[src/rtl/mps_pkg.sv]
// shared constants and types for the max product subarray block
`default_nettype none

package mps_pkg;

   localparam int SAMPLE_WIDTH_DEF  = 8;
   localparam int PRODUCT_WIDTH_DEF = 32;
   localparam int QUEUE_DEPTH_DEF   = 4;
   localparam int RESULT_WIDTH      = 32;

   typedef struct packed {
      logic last;
      logic is_zero;
      logic is_neg;
   } item_class_type;

endpackage

`default_nettype wire

[src/rtl/mps_front.sv]
// input side: sample classification and the item queue toward the back end
`default_nettype none

module mps_front #(
   parameter int SAMPLE_WIDTH = mps_pkg::SAMPLE_WIDTH_DEF,
   parameter int QUEUE_DEPTH  = mps_pkg::QUEUE_DEPTH_DEF
) (
   input  wire                             clock,
   input  wire                             reset,
   input  wire                             req_valid,
   output logic                            req_ready,
   input  wire  signed [SAMPLE_WIDTH-1:0]  req_sample,
   input  wire                             req_last,
   output logic                            q_valid,
   input  wire                             q_pop,
   output logic signed [SAMPLE_WIDTH-1:0]  q_sample,
   output mps_pkg::item_class_type         q_class
);

   localparam int PTR_W = (QUEUE_DEPTH > 1) ? $clog2(QUEUE_DEPTH) : 1;
   localparam int CNT_W = $clog2(QUEUE_DEPTH + 1);
   localparam logic [PTR_W-1:0] PTR_LAST = PTR_W'(QUEUE_DEPTH - 1);
   localparam logic [CNT_W-1:0] CNT_FULL = CNT_W'(QUEUE_DEPTH);

   logic signed [SAMPLE_WIDTH-1:0] sample_mem [QUEUE_DEPTH];
   mps_pkg::item_class_type        class_mem  [QUEUE_DEPTH];

   logic [PTR_W-1:0] wr_ptr_ff, wr_ptr_in;
   logic [PTR_W-1:0] rd_ptr_ff, rd_ptr_in;
   logic [CNT_W-1:0] count_ff, count_in;

   mps_pkg::item_class_type in_class;
   logic push;
   logic pop;

   always_comb begin
      in_class.last    = req_last;
      in_class.is_zero = (req_sample == '0);
      in_class.is_neg  = req_sample[SAMPLE_WIDTH-1];
   end

   assign req_ready = (count_ff != CNT_FULL);
   assign push      = req_valid && req_ready;
   assign q_valid   = (count_ff != '0);
   assign pop       = q_pop && q_valid;
   assign q_sample  = sample_mem[rd_ptr_ff];
   assign q_class   = class_mem[rd_ptr_ff];

   always_comb begin
      wr_ptr_in = wr_ptr_ff;
      rd_ptr_in = rd_ptr_ff;
      count_in  = count_ff;
      if (push) begin
         wr_ptr_in = (wr_ptr_ff == PTR_LAST) ? '0 : wr_ptr_ff + PTR_W'(1);
      end
      if (pop) begin
         rd_ptr_in = (rd_ptr_ff == PTR_LAST) ? '0 : rd_ptr_ff + PTR_W'(1);
      end
      if (push && !pop) begin
         count_in = count_ff + CNT_W'(1);
      end else if (pop && !push) begin
         count_in = count_ff - CNT_W'(1);
      end
   end

   always_ff @(posedge clock) begin
      if (reset) begin
         wr_ptr_ff <= '0;
         rd_ptr_ff <= '0;
         count_ff  <= '0;
      end else begin
         wr_ptr_ff <= wr_ptr_in;
         rd_ptr_ff <= rd_ptr_in;
         count_ff  <= count_in;
      end
   end

   always_ff @(posedge clock) begin
      if (push) begin
         sample_mem[wr_ptr_ff] <= req_sample;
         class_mem[wr_ptr_ff]  <= in_class;
      end
   end

endmodule

`default_nettype wire

[src/rtl/mps_back.sv]
// execution side: running products, best product and the result register
`default_nettype none

module mps_back #(
   parameter int SAMPLE_WIDTH  = mps_pkg::SAMPLE_WIDTH_DEF,
   parameter int PRODUCT_WIDTH = mps_pkg::PRODUCT_WIDTH_DEF
) (
   input  wire                                    clock,
   input  wire                                    reset,
   input  wire                                    q_valid,
   output logic                                   q_pop,
   input  wire  signed [SAMPLE_WIDTH-1:0]         q_sample,
   input  mps_pkg::item_class_type                q_class,
   output logic                                   rsp_valid,
   input  wire                                    rsp_ready,
   output logic        [mps_pkg::RESULT_WIDTH-1:0] rsp_max_product
);

   localparam int RW = mps_pkg::RESULT_WIDTH;
   localparam int PW = PRODUCT_WIDTH;
   localparam int VW = (PRODUCT_WIDTH > SAMPLE_WIDTH) ? PRODUCT_WIDTH : SAMPLE_WIDTH;
   localparam int MW = VW + SAMPLE_WIDTH;
   localparam logic signed [VW-1:0] PROD_MAX = VW'({1'b0, {(PW-1){1'b1}}});
   localparam logic signed [VW-1:0] PROD_MIN = -PROD_MAX - VW'(1);

   function automatic logic signed [VW-1:0] sat_mul(
      input logic signed [VW-1:0]           a,
      input logic signed [SAMPLE_WIDTH-1:0] b
   );
      logic signed [MW-1:0] full;
      logic signed [VW-1:0] res;
      full = MW'(a) * MW'(b);
      if (full > MW'(PROD_MAX)) begin
         res = PROD_MAX;
      end else if (full < MW'(PROD_MIN)) begin
         res = PROD_MIN;
      end else begin
         res = VW'(full);
      end
      return res;
   endfunction

   // running state
   logic                 pos_valid_ff, pos_valid_in;
   logic signed [VW-1:0] pos_ff, pos_in;
   logic                 neg_valid_ff, neg_valid_in;
   logic signed [VW-1:0] neg_ff, neg_in;
   logic                 zero_seen_ff, zero_seen_in;
   logic signed [VW-1:0] best_ff, best_in;

   // compare stage
   logic                 stg_valid_ff, stg_valid_in;
   logic signed [VW-1:0] stg_c1_ff, stg_c1_in;
   logic                 stg_c1v_ff, stg_c1v_in;
   logic signed [VW-1:0] stg_c2_ff, stg_c2_in;
   logic                 stg_c2v_ff, stg_c2v_in;
   logic                 stg_last_ff, stg_last_in;
   logic                 stg_zs_ff, stg_zs_in;

   // result register
   logic                 out_valid_ff, out_valid_in;
   logic [RW-1:0]        out_ff, out_in;

   logic                    advance;
   logic signed [VW-1:0]    x_ext;
   logic signed [VW-1:0]    mul_pos;
   logic signed [VW-1:0]    mul_neg;
   logic signed [VW-1:0]    cand_a;
   logic signed [VW-1:0]    best_1;
   logic signed [VW-1:0]    best_2;
   logic signed [VW-1:0]    final_v;
   logic signed [VW+RW-1:0] final_wide;

   assign advance = !out_valid_ff || rsp_ready;
   assign q_pop   = advance && q_valid;
   assign x_ext   = VW'(q_sample);
   assign mul_pos = sat_mul(pos_ff, q_sample);
   assign mul_neg = sat_mul(neg_ff, q_sample);
   assign cand_a  = pos_valid_ff ? mul_pos : x_ext;

   // state update for the popped item
   always_comb begin
      pos_valid_in = pos_valid_ff;
      pos_in       = pos_ff;
      neg_valid_in = neg_valid_ff;
      neg_in       = neg_ff;
      zero_seen_in = zero_seen_ff;
      stg_valid_in = stg_valid_ff;
      stg_c1_in    = stg_c1_ff;
      stg_c1v_in   = stg_c1v_ff;
      stg_c2_in    = stg_c2_ff;
      stg_c2v_in   = stg_c2v_ff;
      stg_last_in  = stg_last_ff;
      stg_zs_in    = stg_zs_ff;
      if (advance) begin
         stg_valid_in = q_pop;
         stg_c1_in    = cand_a;
         stg_c1v_in   = !q_class.is_zero;
         stg_c2_in    = mul_neg;
         stg_c2v_in   = !q_class.is_zero && neg_valid_ff;
         stg_last_in  = q_class.last;
         stg_zs_in    = zero_seen_ff || q_class.is_zero;
      end
      if (q_pop) begin
         priority if (q_class.is_zero) begin
            pos_valid_in = 1'b0;
            neg_valid_in = 1'b0;
            zero_seen_in = 1'b1;
         end else if (q_class.is_neg) begin
            neg_valid_in = 1'b1;
            neg_in       = cand_a;
            pos_valid_in = neg_valid_ff;
            pos_in       = mul_neg;
         end else begin
            pos_valid_in = 1'b1;
            pos_in       = cand_a;
            neg_in       = mul_neg;
         end
         if (q_class.last) begin
            pos_valid_in = 1'b0;
            neg_valid_in = 1'b0;
            zero_seen_in = 1'b0;
         end
      end
   end

   // best product and result
   always_comb begin
      best_1     = (stg_c1v_ff && (stg_c1_ff > best_ff)) ? stg_c1_ff : best_ff;
      best_2     = (stg_c2v_ff && (stg_c2_ff > best_1)) ? stg_c2_ff : best_1;
      final_v    = (stg_zs_ff && (best_2 < 0)) ? '0 : best_2;
      final_wide = (VW+RW)'(final_v);
      best_in      = best_ff;
      out_in       = out_ff;
      out_valid_in = out_valid_ff;
      if (advance) begin
         out_valid_in = stg_valid_ff && stg_last_ff;
         if (stg_valid_ff) begin
            best_in = stg_last_ff ? PROD_MIN : best_2;
            out_in  = final_wide[RW-1:0];
         end
      end
   end

   always_ff @(posedge clock) begin
      if (reset) begin
         pos_valid_ff <= 1'b0;
         neg_valid_ff <= 1'b0;
         zero_seen_ff <= 1'b0;
         best_ff      <= PROD_MIN;
         stg_valid_ff <= 1'b0;
         out_valid_ff <= 1'b0;
      end else begin
         pos_valid_ff <= pos_valid_in;
         neg_valid_ff <= neg_valid_in;
         zero_seen_ff <= zero_seen_in;
         best_ff      <= best_in;
         stg_valid_ff <= stg_valid_in;
         out_valid_ff <= out_valid_in;
      end
   end

   always_ff @(posedge clock) begin
      pos_ff      <= pos_in;
      neg_ff      <= neg_in;
      stg_c1_ff   <= stg_c1_in;
      stg_c1v_ff  <= stg_c1v_in;
      stg_c2_ff   <= stg_c2_in;
      stg_c2v_ff  <= stg_c2v_in;
      stg_last_ff <= stg_last_in;
      stg_zs_ff   <= stg_zs_in;
      out_ff      <= out_in;
   end

   assign rsp_valid       = out_valid_ff;
   assign rsp_max_product = out_ff;

endmodule

`default_nettype wire

[src/rtl/max_product_subarray_core.sv]
// top level of the streaming maximum product subarray block
//
// usage:
//  - req channel carries one signed sample per transfer, tlast marks the final
//    sample of a sequence
//  - rsp channel carries one transfer per sequence: the largest product of any
//    contiguous run, saturated at the signed product limits, floored at zero
//    when the sequence held a zero
//  - throughput: one sample per cycle while no result stalls on rsp_tready, set
//    by the saturating multiply and state update in the back end
//  - result path: the final sample passes the queue, then the pop with
//    state update, then the best-product compare that loads rsp_tvalid
//  - a four-entry queue sits between the input side and the back end; while a
//    result waits on rsp_tready low the back end holds and the queue keeps
//    taking samples until it fills, then req_tready drops
//  - reset clears the queue, running products, best product and the result
//    register; the block is ready in the cycle after reset is released
`default_nettype none

module max_product_subarray_core #(
   parameter int SAMPLE_WIDTH  = mps_pkg::SAMPLE_WIDTH_DEF,
   parameter int PRODUCT_WIDTH = mps_pkg::PRODUCT_WIDTH_DEF,
   parameter int QUEUE_DEPTH   = mps_pkg::QUEUE_DEPTH_DEF
) (
   input  wire                                 clock,
   input  wire                                 reset,
   input  wire                                 req_tvalid,
   output logic                                req_tready,
   input  wire  [((SAMPLE_WIDTH+7)/8)*8-1:0]   req_tdata,  // sample
   input  wire                                 req_tlast,
   output logic                                rsp_tvalid,
   input  wire                                 rsp_tready,
   output logic [mps_pkg::RESULT_WIDTH-1:0]    rsp_tdata   // max_product
);

   logic signed [SAMPLE_WIDTH-1:0] req_sample;
   logic                           q_valid;
   logic                           q_pop;
   logic signed [SAMPLE_WIDTH-1:0] q_sample;
   mps_pkg::item_class_type        q_class;

   assign req_sample = req_tdata[SAMPLE_WIDTH-1:0];

   mps_front #(
      .SAMPLE_WIDTH (SAMPLE_WIDTH),
      .QUEUE_DEPTH  (QUEUE_DEPTH)
   ) u_front (
      .clock      (clock),
      .reset      (reset),
      .req_valid  (req_tvalid),
      .req_ready  (req_tready),
      .req_sample (req_sample),
      .req_last   (req_tlast),
      .q_valid    (q_valid),
      .q_pop      (q_pop),
      .q_sample   (q_sample),
      .q_class    (q_class)
   );

   mps_back #(
      .SAMPLE_WIDTH  (SAMPLE_WIDTH),
      .PRODUCT_WIDTH (PRODUCT_WIDTH)
   ) u_back (
      .clock           (clock),
      .reset           (reset),
      .q_valid         (q_valid),
      .q_pop           (q_pop),
      .q_sample        (q_sample),
      .q_class         (q_class),
      .rsp_valid       (rsp_tvalid),
      .rsp_ready       (rsp_tready),
      .rsp_max_product (rsp_tdata)
   );

`ifndef SYNTHESIS
   a_pop_needs_item : assert property (@(posedge clock) disable iff (reset)
      q_pop |-> q_valid)
      else $error("queue popped while empty");

   a_hold_on_stall : assert property (@(posedge clock) disable iff (reset)
      (rsp_tvalid && !rsp_tready) |-> !q_pop)
      else $error("back end advanced while the result was stalled");

   a_push_fills_queue : assert property (@(posedge clock) disable iff (reset)
      (req_tvalid && req_tready) |=> q_valid)
      else $error("accepted sample missing from the queue");
`endif

endmodule

`default_nettype wire
[config.mk]
export PLATFORM = sky130hd
export DESIGN_NAME = max_product_subarray_core
export DESIGN_NICKNAME = d
export VERILOG_FILES = /design/src/rtl/mps_pkg.sv /design/src/rtl/mps_front.sv /design/src/rtl/mps_back.sv /design/src/rtl/max_product_subarray_core.sv
export SDC_FILE = /design/constraint.sdc
export NUM_CORES = 2
export LEC_CHECK = 0
export BUFFER_PORTS_ARGS = -buffer_cell sky130_fd_sc_hd__buf_2
export CAP_MARGIN = 40
export CORE_MARGIN = 2
export CORE_UTILIZATION = 26
export CTS_CLUSTER_DIAMETER = 80
export DETAILED_ROUTE_END_ITERATION = 10
export GPL_ROUTABILITY_DRIVEN = 0
export PLACE_DENSITY = 0.41
export SYNTH_ARGS = -nofsm -noshare
export SYNTH_HDL_FRONTEND = slang
export SYNTH_SLANG_ARGS = --single-unit
[constraint.sdc]
create_clock -name clock -period 7.6 [get_ports clock]
set_clock_uncertainty 0.2 [all_clocks]
set_input_delay 0.38 -clock clock [delete_from_list [all_inputs] [get_ports clock]]
set_output_delay 0.38 -clock clock [all_outputs]
set_load 0.02 [all_outputs]
==> results.ini <==
[drt]
vias_per_cell=4.690
dr.pass1.iters=6
ant_nets=0
vias=22940
drc=0
drtIter0Drc=1276
wl_per_cell_um=19.83
wl_mm=97.00

[final_layout]
layout_commonest_cell=inv_1
final_design_area_no_fill_um2=35310
layout.nets=3964
mostFrequentLayoutCells=580 x inv_1, 469 x and2_1, 399 x fa_1
postLayoutCoreUtil_pct=29.98
drive_gt1_share_pct=9.392
syn_to_final_growth_pct=14.52

[synthesis]
synth_nets=3899
ys_ff_latch=250
synth_seq_area_share_pct=22.85
synthFlopType=edfxtp_1
synth_edf_count=204
yosys_warnings=0
synth_area_um2=30830
syn_inst=3263
syn_area_per_cell_um2=9.449
async_flop_share_pct=0
synth_cell_types=89

[critical_path]
critPathMaxStageDelay_ps=590
path_buf_inv=7
path_cells=buf_12 > mux4_2 > buf_12 > and2_1 > fa_1 > fa_1 > fa_1 > inv_1 > fa_1 > inv_1 > ha_1 > nand2_1 > nor3_2 > nand4_1 > buf_4 > a211oi_4 > nor3_1 > a311o_1 > or3_1 > o41ai_4 > buf_12 > buf_12 > nand2b_1 > a221oi_1
cp-end-kind=flop
crit_arrival_ps=7520
start_kind=flop
crit_type=reg -> reg
cp.required_ps=7760
cpMaxStageDelayCell=mux4_2
crit_family=adder cells
path_max_fanout=25

[clock_network]
path_clk_slew_ps=60
clock-root-buffer=clkbuf_16
numClockSinks=250
cts_tree=yes
cts_made_buffers=34
h-tree-depth=2
insertion_delay_ps=550
clk_path_buf_depth=3

[floorplanning]
die-height_um=348.4
num_io_pins=47
fp.dieW_um=348.4
core_um2=117800
fp-row-count=126
die_area_um2=121400
initial_core_util_pct=26.18

[timing]
slew_viol_final=0
fin_ws_ps=239.5
min_period_ps=7361
fmax_ghz=0.1359
whs_ps=52.12
setup_violations=0
maxSlewHeadroom_pct=51.32
hold_violations=0
finalCritPeriodShare_pct=96.85
worstMarginPinSlew_ps=721.1

[global_routing]
antenna_found_initial=3
grt.total_usage_pct=16.18
grt_max_degree=67
gr-total-overflow=0
grt_pass1_vias=24150
grt_pass1_wl_mm=151.1

[run]
maxCapViolations=0

[outcome]
outcome=finished clean

[placement]
dp_hpwl_mm=76.04
numPortBuffers=46
preCtsSetupSlack_ps=36.66
place_area_um2=33700

[hold_path]
hold_path.class=in -> reg

## through the flow
stage | std cells | setup TNS (ps)
floorplan | 3263 | 0
CTS | 4884 | 0
global placement | 4809 | 0
detailed placement | 4812 | 0
finish | 4891 | 0
global route | 4890 | -68.71
## worst reg2reg max path: stages (launching register included)
cell and delay (ps):
dfxtp_1 370, buf_12 160, mux4_2 600, buf_12 200
and2_1 200, fa_1 480, fa_1 520, fa_1 560
inv_1 60, fa_1 530, inv_1 50, ha_1 410
nand2_1 140, nor3_2 210, nand4_1 110, buf_4 180
a211oi_4 360, nor3_1 100, a311o_1 350, or3_1 360
o41ai_4 270, buf_12 200, buf_12 170, nand2b_1 140
a221oi_1 260
## registers in the layout (all words and copies together) (netlist names), 2 cells and up, named ones only
name / flops
u_back.best_ff: 32
u_back.neg_ff: 32
u_back.pos_ff: 32
u_back.rsp_max_product: 32
u_back.stg_c1_ff: 32
u_back.stg_c2_ff: 32
u_front.sample_mem: 28
u_front.class_mem: 12
u_front.count_ff: 3
u_front.rd_ptr_ff: 2
u_front.wr_ptr_ff: 2
## cell families after synthesis
group	after synthesis	synth area share [%]
AND/OR/NAND/NOR	1032	17.84
buffers and inverters	738	9.163
adder cells (fa/ha/maj)	623	35.00
AO/OA/AOI/OAI	535	12.31
flip-flops	250	22.85
XOR/XNOR	72	2.045
multiplexers	13	0.7913
## repair_timing
item	CTS	global route
endpoints found under the hold margin	37	0
buffers inserted	0	5
endpoints found under the setup margin	0	146
hold buffers	10	0
resized for setup	0	54
## layer usage
metal / part of all wire, % / track usage [%] / wire (µm) / vias to the layer above
met2: 47 / 26.61 / 45590 / 349
met3: 3.2 / 1.732 / 3089 / 97
met1: 47 / 22.76 / 45990 / 11630
met4: 2.4 / 3.809 / 2330 / 0
met5: 0 / 0 / 0 / -
li1: - / - / - / 10870
## synthesized netlist by cell type (33+ instances only)
cell type | instances | share of area, %
o21ai_0 | 60 | 0.97
a22o_1 | 33 | 0.94
inv_1 | 580 | 7.1
o31ai_1 | 37 | 0.90
ha_1 | 224 | 9.1
clkbuf_1 | 123 | 1.5
nor2_1 | 154 | 1.9
nand2_1 | 229 | 2.8
xnor2_1 | 49 | 1.4
dfxtp_1 | 46 | 3.0
and2_1 | 470 | 9.5
a21oi_1 | 131 | 2.1
a21o_1 | 36 | 0.88
a31oi_1 | 40 | 0.81
nand4_1 | 61 | 1.2
fa_1 | 399 | 26
edfxtp_1 | 204 | 20
## final timing paths
| check | start | endpoint | slack, ps | cells after the start |
|---|---|---|---|---|
| max | flop | u_back.pos_ff[3] | 240 | 24 |
| min | reset | u_front.wr_ptr_ff[0] | 50 | 2 |
| max reg2reg | flop | u_back.pos_ff[3] | 240 | 24 |
| min reg2reg | u_front.rd_ptr_ff[1] | flop | 280 | 2 |
## layout make-up
class / instances / area, µm²
Inverter: 582 / 2185
Antenna cell: 1 / 2.502
Sequential cell: 250 / 7048
Tap cell: 1536 / 1922
Clock buffer: 40 / 903.4
Multi-Input combinational cell: 2275 / 21300
Fill cell: 12360 / 82460
Clock inverter: 22 / 236.5
Timing Repair Buffer: 185 / 1717
Power is left out: the tool's default activity adds up to more than one toggle a clock period on the data nets, which glitch-free logic cannot reach.
